<file path="src/design/acsr_ram.sv">
module acsr_ram #(
	parameter int WIDTH = 32,
	parameter int DEPTH = 128
) (
	input logic clk,
	input logic we,
	input logic [$clog2(DEPTH)-1:0] waddr,
	input logic [WIDTH-1:0] wdata,
	input logic [$clog2(DEPTH)-1:0] raddr,
	output logic [WIDTH-1:0] rdata
);

	logic [WIDTH-1:0] mem [DEPTH];

	always_ff @(posedge clk) begin
		if (we) begin
			mem[waddr] <= wdata;
		end
		rdata <= mem[raddr];
	end

endmodule

</file>
<file path="config.mk">
export PLATFORM = sky130hd
export DESIGN_NAME = acsr_ram
export DESIGN_NICKNAME = d
export VERILOG_FILES = /design/src/design/acsr_ram.sv
export SDC_FILE = /design/constraint.sdc
export NUM_CORES = 2
export LEC_CHECK = 0
export BUFFER_PORTS_ARGS = -buffer_cell sky130_fd_sc_hd__clkbuf_2
export CAP_MARGIN = 30
export CELL_PAD_IN_SITES_DETAIL_PLACEMENT = 1
export CELL_PAD_IN_SITES_GLOBAL_PLACEMENT = 1
export CORE_ASPECT_RATIO = 1.1
export CORE_MARGIN = 5
export CORE_UTILIZATION = 30
export CTS_BUF_LIST = sky130_fd_sc_hd__clkbuf_4 sky130_fd_sc_hd__clkbuf_8
export DETAILED_ROUTE_END_ITERATION = 10
export GPL_TIMING_DRIVEN = 1
export PLACE_DENSITY = 0.46
export SYNTH_ARGS = -nofsm -noshare
export SYNTH_HDL_FRONTEND = slang
export SYNTH_SLANG_ARGS = --single-unit
</file>
<file path="constraint.sdc">
create_clock -name clk -period 8.35 [get_ports clk]
set_clock_uncertainty 0.2 [all_clocks]
set_input_delay 0.835 -clock clk [delete_from_list [all_inputs] [get_ports clk]]
set_output_delay 0.835 -clock clk [all_outputs]
set_load 0.01 [all_outputs]
</file>
==> reports/metrics.csv <==
stage,metric,value,unit
sta,relative slew slack,0.250,
finish,final net count,6799,
clocking,Post-CTS Setup Inserts,0,
sta,period utilization,0.448,
finish,Area Growth Syn to Fin,16.3,%
placed_design,RePlAce Congestion,0.757,
finish,ratio of cells with drive above 1 in the final layout,0.404,
clocking,CTS resizes,0,
grt,number of global-route vias before repair,78100,
sta,RSZ-0062 raised after global routing,no,
worst_setup_path,crit path DAT,4.71,ns
routing,Wirelength per Cell,35.9,um
clocking,CTS tree,built,
routing,routed via count,72300,
worst_setup_path,path depth of the worst reg2reg path,4,
hold_path,Hold Crit Start,raddr[5],
sta,WHS,0.207,ns
floorplanning,Die X,698,um
finish,post-route design area,182000,um^2
floorplanning,Initial Util,0.301,
yosys,syn_area_per_cell,26.1,um^2
hold_path,hold worst-path end,rdata[7],
grt,largest net degree at the start of global routing,106,
floorplanning,Die Y,767,um
yosys,synth warn,0,
power,Max VDD drop,0.000177,V
grt,global-route wire length before repair,690000,um
clocking,"Clk Latency, worst-skew pair",1.30,ns
worst_setup_path,critical path class,input port to register,
yosys,#FFs+latches synth,4128,
clocking,CTS HTree Levels,6,
sta,setup_tns,0,ns
worst_setup_path,CP endpoint kind,register,
yosys,sequential area share after synthesis,0.791,
placed_design,port bufs,79,
routing,DRT antenna net count,0,
power,Leakage,55.2,nW
clocking,CTS buffer count,702,
grt,initial antenna violation count,81,
sta,final setup fails,0,
yosys,Post-Synthesis Cells,5990,
clocking,post-cts hold buffer count,35,
clocking,Clock transition at path regs,0.06,ns
grt,grt ovf,0,
routing,vias per inst,5.09,
routing,Routed WL,511000,um
worst_setup_path,FF-to-FF End,rdata[31],
sta,fmax,267,MHz
worst_setup_path,crit-path max FO,96,
placed_design,DP HPWL,277000,um
sta,post-route minimum period,3.74,ns
routing,DRT Pass-1 Iters,7,
floorplanning,Row Count,278,
floorplanning,full die area,535000,um^2
worst_setup_path,CP startpoint kind,input port,
yosys,syn nets,6038,
routing,drt drc,0,
floorplanning,core area,520000,um^2
clocking,clk buf depth,4,
finish,Fillers,49500,
sta,Max Slew Vio Count,0,
hold_path,Min-Delay Path Depth,2,
routing,Starting DRT DRC Count,7621,
clocking,CTS Sinks,4128,
placed_design,Post-DP Area,167000,um^2
flow_run,Max-Cap Viols,0,
sta,final hold violation count,0,
clocking,Root Buffer,clkbuf_8,
floorplanning,IO Count,80,
outcome,status,"complete, no violations",
sta,worst-margin pin slew,1.13,ns
yosys,post-synth cell types,17,
worst_setup_path,required time of the critical path,9.32,ns
worst_setup_path,reg2reg start,mem[63][31],
power,power per cell area,237,nW/um^2
worst_setup_path,Reg2Reg Setup Slack,5.34,ns
yosys,mapped cell area,156000,um^2
hold_path,Worst Hold Class,input port to register,
grt,Tot GR Track Use,0.187,
state kept, by name, summed over array words and instances (netlist names):
signal  count
mem      4096
rdata      32
layout by cell type (no fill, tap or decap), drive strengths merged:
cell type	netlist	routed
bufinv	0	3
dlygate4sd3	0	35
mux2	32	32
nand4	3	3
nand2b	2	2
buf	134	297
mux4	1344	1344
diode	0	73
nor2b	7	7
clkinvlp	0	10
edfxtp	4096	4096
nand2	14	14
inv	0	32
nor3	9	9
clkinv	0	198
or3	1	1
nand3	12	12
nor2	122	122
clkbuf	182	1030
dfxtp	32	32
worst max path at each step:
| stage | endpoint | startpoint | slack [ns] |
|---|---|---|---|
| global placement | rdata[6] | raddr[2] | 3.37 |
| detailed placement | rdata[10] | raddr[0] | 3.28 |
| global route | rdata[10] | raddr[0] | 4.57 |
| finish | rdata[5] | raddr[2] | 4.61 |
| floorplan | mem[98][0] | we | 4.08 |
| CTS | rdata[20] | rdata[20] | 4.60 |
cell type report:
cell class / count / area (um^2) / share of cell area
repair buffers: 373 / 3580 / 0.0197
well taps: 6860 / 8580 / 0.0472
clock inverters: 243 / 1400 / 0.00771
clock buffers: 989 / 12000 / 0.0660
diodes: 73 / 183 / 0.00101
multi-input cells: 1546 / 32300 / 0.178
flip-flops and latches: 4128 / 124000 / 0.681
metal layers:
layer  global-route usage  up-vias  wire length [um]
li1                     -    28100                 -
met1                0.240    41300            207000
met2                0.329     2249            264000
met3               0.0328      610             27300
met4               0.0480       28             12400
met5                    0        -               162
cells in the mapped netlist:
| master | instances | area, um^2 |
|---|---|---|
| buf_2 | 79 | 395 |
| or3_1 | 1 | 6.26 |
| nor2b_1 | 7 | 43.8 |
| nor2_1 | 122 | 458 |
| clkbuf_1 | 182 | 683 |
| buf_1 | 50 | 188 |
| mux4_2 | 1344 | 30300 |
| nand4_1 | 3 | 18.8 |
| nand2_1 | 14 | 52.6 |
| buf_4 | 3 | 22.5 |
| nor3_1 | 9 | 45.0 |
| mux2_2 | 32 | 360 |
| nand2b_1 | 2 | 12.5 |
| edfxtp_1 | 4096 | 123000 |
| nand3_1 | 12 | 60.1 |
| dfxtp_1 | 32 | 641 |
| buf_6 | 2 | 22.5 |
stage by stage:
stage	total power, W	utilization	worst slack [ns]	std cells
2_1_floorplan	0.0245	-	4.08	5990
3_3_place_gp	0.0259	0.321	3.37	12800
3_5_place_dp	0.0259	0.322	3.28	12900
4_1_cts	0.0438	0.348	4.60	14100
5_1_grt	0.0448	0.349	4.57	14200
6_report	0.0431	0.349	4.61	14200
kinds of logic after synthesis:
group                  count (synthesis)  share of synthesized area
buffers and inverters                316                    0.00839
multiplexers                        1376                      0.196
flip-flops                          4128                      0.791
AND/OR/NAND/NOR                      170                    0.00446
where the power goes:
| part | switching (W) | leakage, nW | internal (W) |
|---|---|---|---|
| Sequential | 0.000132 | 37.1 | 0.0229 |
| Clock | 0.00835 | 7.13 | 0.00936 |
| Combinational | 0.00153 | 11.0 | 0.000863 |
| Total | 0.0100 | 55.2 | 0.0331 |
critical path: stages:
cell and delay, ns:
buf_8 0.36, buf_12 0.51, buf_4 0.48, mux4_2 0.36, mux4_2 0.70, mux4_2 0.68
mux2_2 0.30
Note: power is estimated with default switching activity, not from simulation.
