===== src/design/acsr_pkg.sv =====
package acsr_pkg;

	localparam int WAYS = 8;
	localparam int MEM_WORDS = 128;
	localparam int DATA_WIDTH = 32;
	localparam int ADDR_WIDTH = 7;
	localparam int WAY_IDX_W = 3;
	localparam int WAY_CNT_W = 4;
	localparam int STAMP_W = 32;

	localparam logic [1:0] POLICY_LRU = 2'd0;
	localparam logic [1:0] POLICY_MRU = 2'd1;
	localparam logic [1:0] POLICY_LFU = 2'd2;

	localparam logic FUNC_LOAD = 1'b0;
	localparam logic FUNC_ACCESS = 1'b1;

	localparam logic CFG_POLICY = 1'b0;
	localparam logic CFG_WAYS = 1'b1;

	typedef struct packed {
		logic hit;
		logic found;
		logic [WAY_IDX_W-1:0] way_used;
		logic [DATA_WIDTH-1:0] data_out;
		logic evicted;
		logic [ADDR_WIDTH-1:0] evicted_address;
	} result_t;

	typedef struct packed {
		logic valid;
		logic [ADDR_WIDTH-1:0] address;
		logic [DATA_WIDTH-1:0] data;
		logic [STAMP_W-1:0] last_use;
		logic [STAMP_W-1:0] use_count;
	} way_t;

endpackage


===== src/design/acsr_ways.sv =====
module acsr_ways (
	input logic clk,
	input logic arst_n,
	input logic upd,
	input logic [acsr_pkg::WAY_IDX_W-1:0] upd_way,
	input acsr_pkg::way_t upd_entry,
	output acsr_pkg::way_t ways [acsr_pkg::WAYS]
);

	always_ff @(posedge clk or negedge arst_n) begin
		if (!arst_n) begin
			for (int i = 0; i < acsr_pkg::WAYS; i++) begin
				ways[i].valid <= 1'b0;
				ways[i].last_use <= '0;
				ways[i].use_count <= '0;
				ways[i].address <= '0;
				ways[i].data <= '0;
			end
		end else if (upd) begin
			ways[upd_way] <= upd_entry;
		end
	end

endmodule


===== config.mk =====
export PLATFORM = sky130hd
export DESIGN_NAME = acsr_ways
export DESIGN_NICKNAME = d
export VERILOG_FILES = /design/src/design/acsr_pkg.sv /design/src/design/acsr_ways.sv
export SDC_FILE = /design/constraint.sdc
export NUM_CORES = 1
export LEC_CHECK = 0
export ABC_CLOCK_PERIOD_IN_PS = 800
export BUFFER_PORTS_ARGS = -buffer_cell sky130_fd_sc_hd__buf_2
export CORE_AREA = 2 2 362 364
export DETAILED_ROUTE_END_ITERATION = 10
export DIE_AREA = 0 0 364 366
export GPL_TIMING_DRIVEN = 1
export PLACE_DENSITY_LB_ADDON = 0.1
export SLEW_MARGIN = 20
export SYNTH_ARGS = -nofsm -noshare
export SYNTH_HDL_FRONTEND = slang
export SYNTH_SLANG_ARGS = --single-unit

===== constraint.sdc =====
create_clock -name clk -period 0.8 [get_ports clk]
set_input_delay 0.12 -clock clk [delete_from_list [all_inputs] [get_ports clk]]
set_output_delay 0.12 -clock clk [all_outputs]
set_load 0.005 [all_outputs]

==> results of run 1 <==
-- repair_timing --
item,CTS,global route
gates resized for setup,505,243
endpoints found under the setup margin,1390,1481
cloned,0,12
hold endpoints to repair,1664,0
buffers inserted,101,68
pin swaps,0,4
hold buffers,105,0
-- layer usage --
metal  track usage  part of all wire  vias up
met1         0.203              0.39    11200
met3        0.0608             0.078      132
met2         0.316              0.51      646
met4        0.0528             0.022        0
li1              -                 -     9106
met5             0                 0        -
-- Yosys cell counts, drive strengths merged --
master	number	area share
buf	95	0.019
dfrtp	832	0.67
mux2	832	0.30
nand4	1	0.00020
nand4b	3	0.00085
nor4b	1	0.00077
nor4bb	3	0.00097
-- logic make-up after synthesis --
kind of cell	after synthesis	synth area share
AND/OR/NAND/NOR	8	0.00280
flip-flops	832	0.675
multiplexers	832	0.304
buffers and inverters	95	0.0185
-- cell type report --
type / instances / area (um^2)
flip-flops and latches: 832 / 20800
fillers: 12400 / 80400
well taps: 1742 / 2180
repair buffers: 1406 / 12000
clock buffers: 162 / 3060
multi-input cells: 840 / 10200
diodes: 2 / 5.00
clock inverters: 20 / 229
-- how the worst min path moves through the flow --
stage                     startpoint        end  cells past startpoint
after CTS                     arst_n  ways[536]                      3
after floorplan               arst_n    ways[0]                      0
after detailed placement      arst_n  ways[224]                      2
after global routing          arst_n   ways[21]                      3
final                         arst_n  ways[536]                      3
after global placement        arst_n  ways[774]                      2
-- power by group through the flow --
stage	clock, W	sequential (W)	combinational [W]
floorplan	0	0.0572	0.00904
global placement	0	0.0568	0.0283
detailed placement	0	0.0571	0.0284
CTS	0.0471	0.0571	0.0346
global route	0.0489	0.0585	0.0388
finish	0.0455	0.0574	0.0365
-- per-stage QoR --
step / hold WS, ns / total power [W] / instance area (um^2) / instances / setup slack [ns]
after floorplan: -0.176 / 0.0663 / 31500 / 1767 / -0.564
after global placement: 0.190 / 0.0850 / 39700 / 4540 / -0.899
after detailed placement: 0.192 / 0.0855 / 39700 / 4540 / -0.921
after CTS: 0.0306 / 0.139 / 46700 / 4928 / -0.791
after global routing: 0.0614 / 0.146 / 48500 / 5004 / -0.769
final: 0.0995 / 0.139 / 48500 / 5004 / -0.684
-- worst min-delay path, stage by stage --
cell	delay [ns]
dlygate4sd3_1	0.59
buf_8	0.18
buf_12	0.20
==> out/qor.txt, run 1 <==
Status = complete, but fails checks
Failing checks = negative setup slack
Placer Congestion = 0.781
Crit-path leading delay family = flip-flops
Core ar. = 0.129 mm^2
Beginning of the worst register-to-register path = ways[799]
Reg power frac = 0.412
RSZ-0062 raised after global routing = yes
H-tree levels = 3
Reg2Reg Depth = 3
Final nets = 3,288
Clock Path Buffers = 3
Vias = 21,000
Initial drt markers = 773
Reg2Reg Setup Slack = -0.23 ns
Syn Nets = 1,877
#FFs+latches synth = 832
Syn Area/Cell = 17.5 um^2
HPWL Detailed = 90,500 um
Critical path buffers and inverters = 2
Final Hold Viols = 0
Maximum VDD drop = 0.00162 V
IO Count = 942
Vias in the first global route = 22,800
Die area = 0.133 mm^2
Port bufs = 941
Number of cells on the critical path = 2
WP data arrival = 1.36 ns
Cell variety after synth = 10
Fin crit period = 1.48 ns
Pleak = 23.0 nW
Layout cell share with drive strength beyond 1 = 0.676
Max transition margin = 0.671
Initial antenna violation count = 2
Synthesis-to-layout area growth = 57.4%
Site Rows = 132
DIE HEIGHT = 366 um
Reg2reg end = ways[799]
Number of flip-flops in the largest register = 832
Vias per cell = 4.20
Clk slew on worst S/H paths = 0.06 ns
Commonest non-fill, non-tap cell in the layout = dfrtp_1
Slew @ Worst Pin = 0.494 ns
Crit. Startpoint = ways[792]
Gate Count Post-Synth = 1,767
Clock power share = 0.327
First-pass DRT Iterations = 4
Critical Path Sink Type = primary output
Biggest register = ways
P_sw = 0.0381 W
Worst-path cell chain = buf_12 > buf_8
Post-route ant nets = 0
Most frequent cells in the layout = dfrtp_1 (832), buf_2 (596), mux2_2 (556)
Worst setup path endpoint = ways[792]
CTS tree = yes
Worst EP required = 0.68 ns
Switching share of power = 0.274
Final setup vio count = 1,251
Internal Pwr Total = 0.101 W
Setup TNS = -459.19 ns
P per Cell Area = 2870 mW/mm^2
Seq/Total Area, Yosys = 0.675
Netlist Area Pre-Place = 0.0308 mm^2
First-pass GRT wire length = 173,000 um
Sink Count = 832
Die Wd = 364 um
Worst hold path class = in -> async
Total CTS buffers = 98
Drc violations = 0
Syn. warnings = 0
Max-slew violations = 0
Slowest CP cell = dfrtp_1
Regs by FF count = ways x832
Initial Utilization = 0.239
Overflow after GRT = 0
Critical path class = reg -> out
Routed WL per cell = 25.0 um
F_max = 0.674 GHz
Clk_lat worst skew = 0.69 ns
CP max FO = 2
Final period util = 1.85
Routed WL = 125,000 um
Crit-path max cell delay = 0.41 ns
Final Worst Setup Slack = -0.684 ns
Combinational share of power = 0.262
Tot GR Track Use = 0.179
Max cap viols = 0
Final core utilization = 0.376
CP Launch Type = register
Setup Skew = 0 ns
Clk root buf = clkbuf_16
Largest net degree at the start of global routing = 83
No activity file was read; power rests on OpenSTA's default activity.
==> run 2: changes to the inputs <==
BUFFER_PORTS_ARGS = default   (was -buffer_cell sky130_fd_sc_hd__buf_2)
DONT_BUFFER_PORTS = 1   (was default)
==> run 2 against run 1 <==
The run ends with negative hold slack, negative setup slack left. Flip-flop and latch count unchanged. Setup slack improved by 0.0034 ns. Cell count fell by 4.0%. Highest routed layer unchanged.
==> out/qor.txt, run 2 (same netlist as run 1, synthesis figures left out) <==
DIE HEIGHT = 366 um (unchanged)
Clk slew on worst S/H paths = 0.06 ns (about the same)
Clk root buf = clkbuf_16
Failing checks = negative hold slack, negative setup slack
Routed WL per cell = 25.0 um (about the same)
CP max FO = 2 (unchanged)
CP Launch Type = register
Max cap viols = 0 (unchanged)
Post-route cell area = 0.0488 mm^2 (+0.56%)
Post-route ant nets = 0 (unchanged)
Final core utilization = 0.378 (+0.00213)
Fill count = 12,300 (-0.91%)
Regs by FF count = ways x832
Critical Path Sink Type = primary output
Layout cell share with drive strength beyond 1 = 0.632 (-0.0437)
Fin crit period = 1.48 ns (-0.00341 ns)
Status = complete, but fails checks
Final period util = 1.85 (-0.00426)
IO Count = 942 (unchanged)
Routed WL = 120,000 um (-4.0%)
Drc violations = 0 (unchanged)
Most frequent cells in the layout = dfrtp_1 (832), buf_6 (718), mux2_2 (592)
H-tree levels = 3 (unchanged)
Die area = 0.133 mm^2 (unchanged)
Maximum VDD drop = 0.00175 V (+8.0%)
First-pass GRT wire length = 168,000 um (-2.8%)
Final nets = 3,084 (-6.2%)
Initial drt markers = 788 (+1.9%)
Worst EP required = 0.68 ns (about the same)
Slew @ Worst Pin = 0.693 ns (+0.199 ns)
Final Hold Viols = 151 (+151)
Final setup vio count = 1,299 (+3.8%)
Sequential Area = 0.0208 mm^2 (unchanged)
Initial antenna violation count = 8 (+6)
First-pass DRT Iterations = 6 (+2)
Critical path class = reg -> out
Crit-path max cell delay = 0.40 ns (about the same)
Total chip power = 0.143 W (+2.4%)
Largest net degree at the start of global routing = 833 (+900%)
Initial Utilization = 0.239 (unchanged)
Worst-path cell chain = buf_12 > buf_6
Final Worst Setup Slack = -0.680 ns (+0.00341 ns)
Slowest CP cell = dfrtp_1
Vias = 20,200 (-3.8%)
Pleak = 22.3 nW (-2.8%)
Port bufs = 0 (-100%)
Placer Congestion = 0.766 (-1.9%)
HPWL Detailed = 83,500 um (-7.7%)
Max transition margin = 0.537 (-0.134)
Setup TNS = -549.05 ns (-89.86 ns)
Core ar. = 0.129 mm^2 (unchanged)
Tot GR Track Use = 0.174 (-0.00481)
Fin Hold WS = -0.410 ns (-0.509 ns)
P per Cell Area = 2920 mW/mm^2 (+1.8%)
Clk_lat worst skew = 0.69 ns (about the same)
Total CTS buffers = 98 (unchanged)
Area of the multi-input gates = 0.00985 mm^2 (-3.7%)
Number of flip-flops in the largest register = 832 (unchanged)
Max-slew violations = 0 (unchanged)
RSZ-0062 raised after global routing = yes
Biggest register = ways
Placed Area = 0.0403 mm^2 (+1.4%)
Clock Path Buffers = 3 (unchanged)
Commonest non-fill, non-tap cell in the layout = dfrtp_1
CTS tree = yes
Overflow after GRT = 0 (unchanged)
Die Wd = 364 um (unchanged)
Vias in the first global route = 21,800 (-4.4%)
Site Rows = 132 (unchanged)
Worst hold path class = in -> async
Sink Count = 832 (unchanged)
Setup Skew = 0 ns (unchanged)
F_max = 0.676 GHz (+0.23%)
Vias per cell = 4.21 (+0.25%)
Synthesis-to-layout area growth = 58.2%
WP data arrival = 1.36 ns (about the same)
run 2: changes by cell type in the layout (fill, tap and decap cells not counted), moves of 36 or more:
cell / change
buf_2: -596
buf_6: +310
buf_4: +117
mux2_4: -102
mux2_1: +66
mux2_2: +36
run 2: metal layers:
layer,global-route usage,part of all wire
met4,0.0556,0.030
met5,0,0
met3,0.0659,0.083
met1,0.199,0.39
met2,0.299,0.50
run 2: what timing repair did:
item | CTS | global route
hold buffers | 107 | 5
gates resized for setup | 555 | 163
gates cloned | 0 | 6
endpoints found under the hold margin | 1664 | 557
setup buffers | 91 | 61
setup endpoints to repair | 840 | 1670
run 2: worst paths after layout:
check,depth (start not counted),slack (ns),end,from
setup / recovery,2,-0.68,ways[792],ways[792]
hold / removal,5,-0.41,ways[474],arst_n
setup reg to reg,3,-0.24,ways[723],ways[723]
hold reg to reg,1,0.48,ways[713],ways[713]
max in group asynchronous,8,-0.42,ways[725],arst_n
min in group clk,3,-0.12,ways[587],upd_way[0]
run 2: worst max-delay path: cells and delay by family (launching register included):
family   cells  cell delay, ns
flops        1            0.40
buf+inv      2            0.26
run 2: cell type report:
class                      count  area share
sequential                   832       0.427
timing repair buffer        1202       0.261
multi-input combinational    840       0.202
clock buffer                 152      0.0591
tap                         1742      0.0447
clock inverter                29     0.00713
antenna                        7    0.000359
run 2: through the flow:
step / std cells / setup slack, ns
after floorplan: 1767 / -0.564
after global placement: 4344 / -0.708
after detailed placement: 4344 / -0.702
after CTS: 4720 / -0.754
after global routing: 4801 / -0.773
final: 4804 / -0.680
run 2: power by group:
part	internal (W)	switching (W)
clock	0.0267	0.0181
combinational	0.0258	0.0139
sequential	0.0515	0.00663
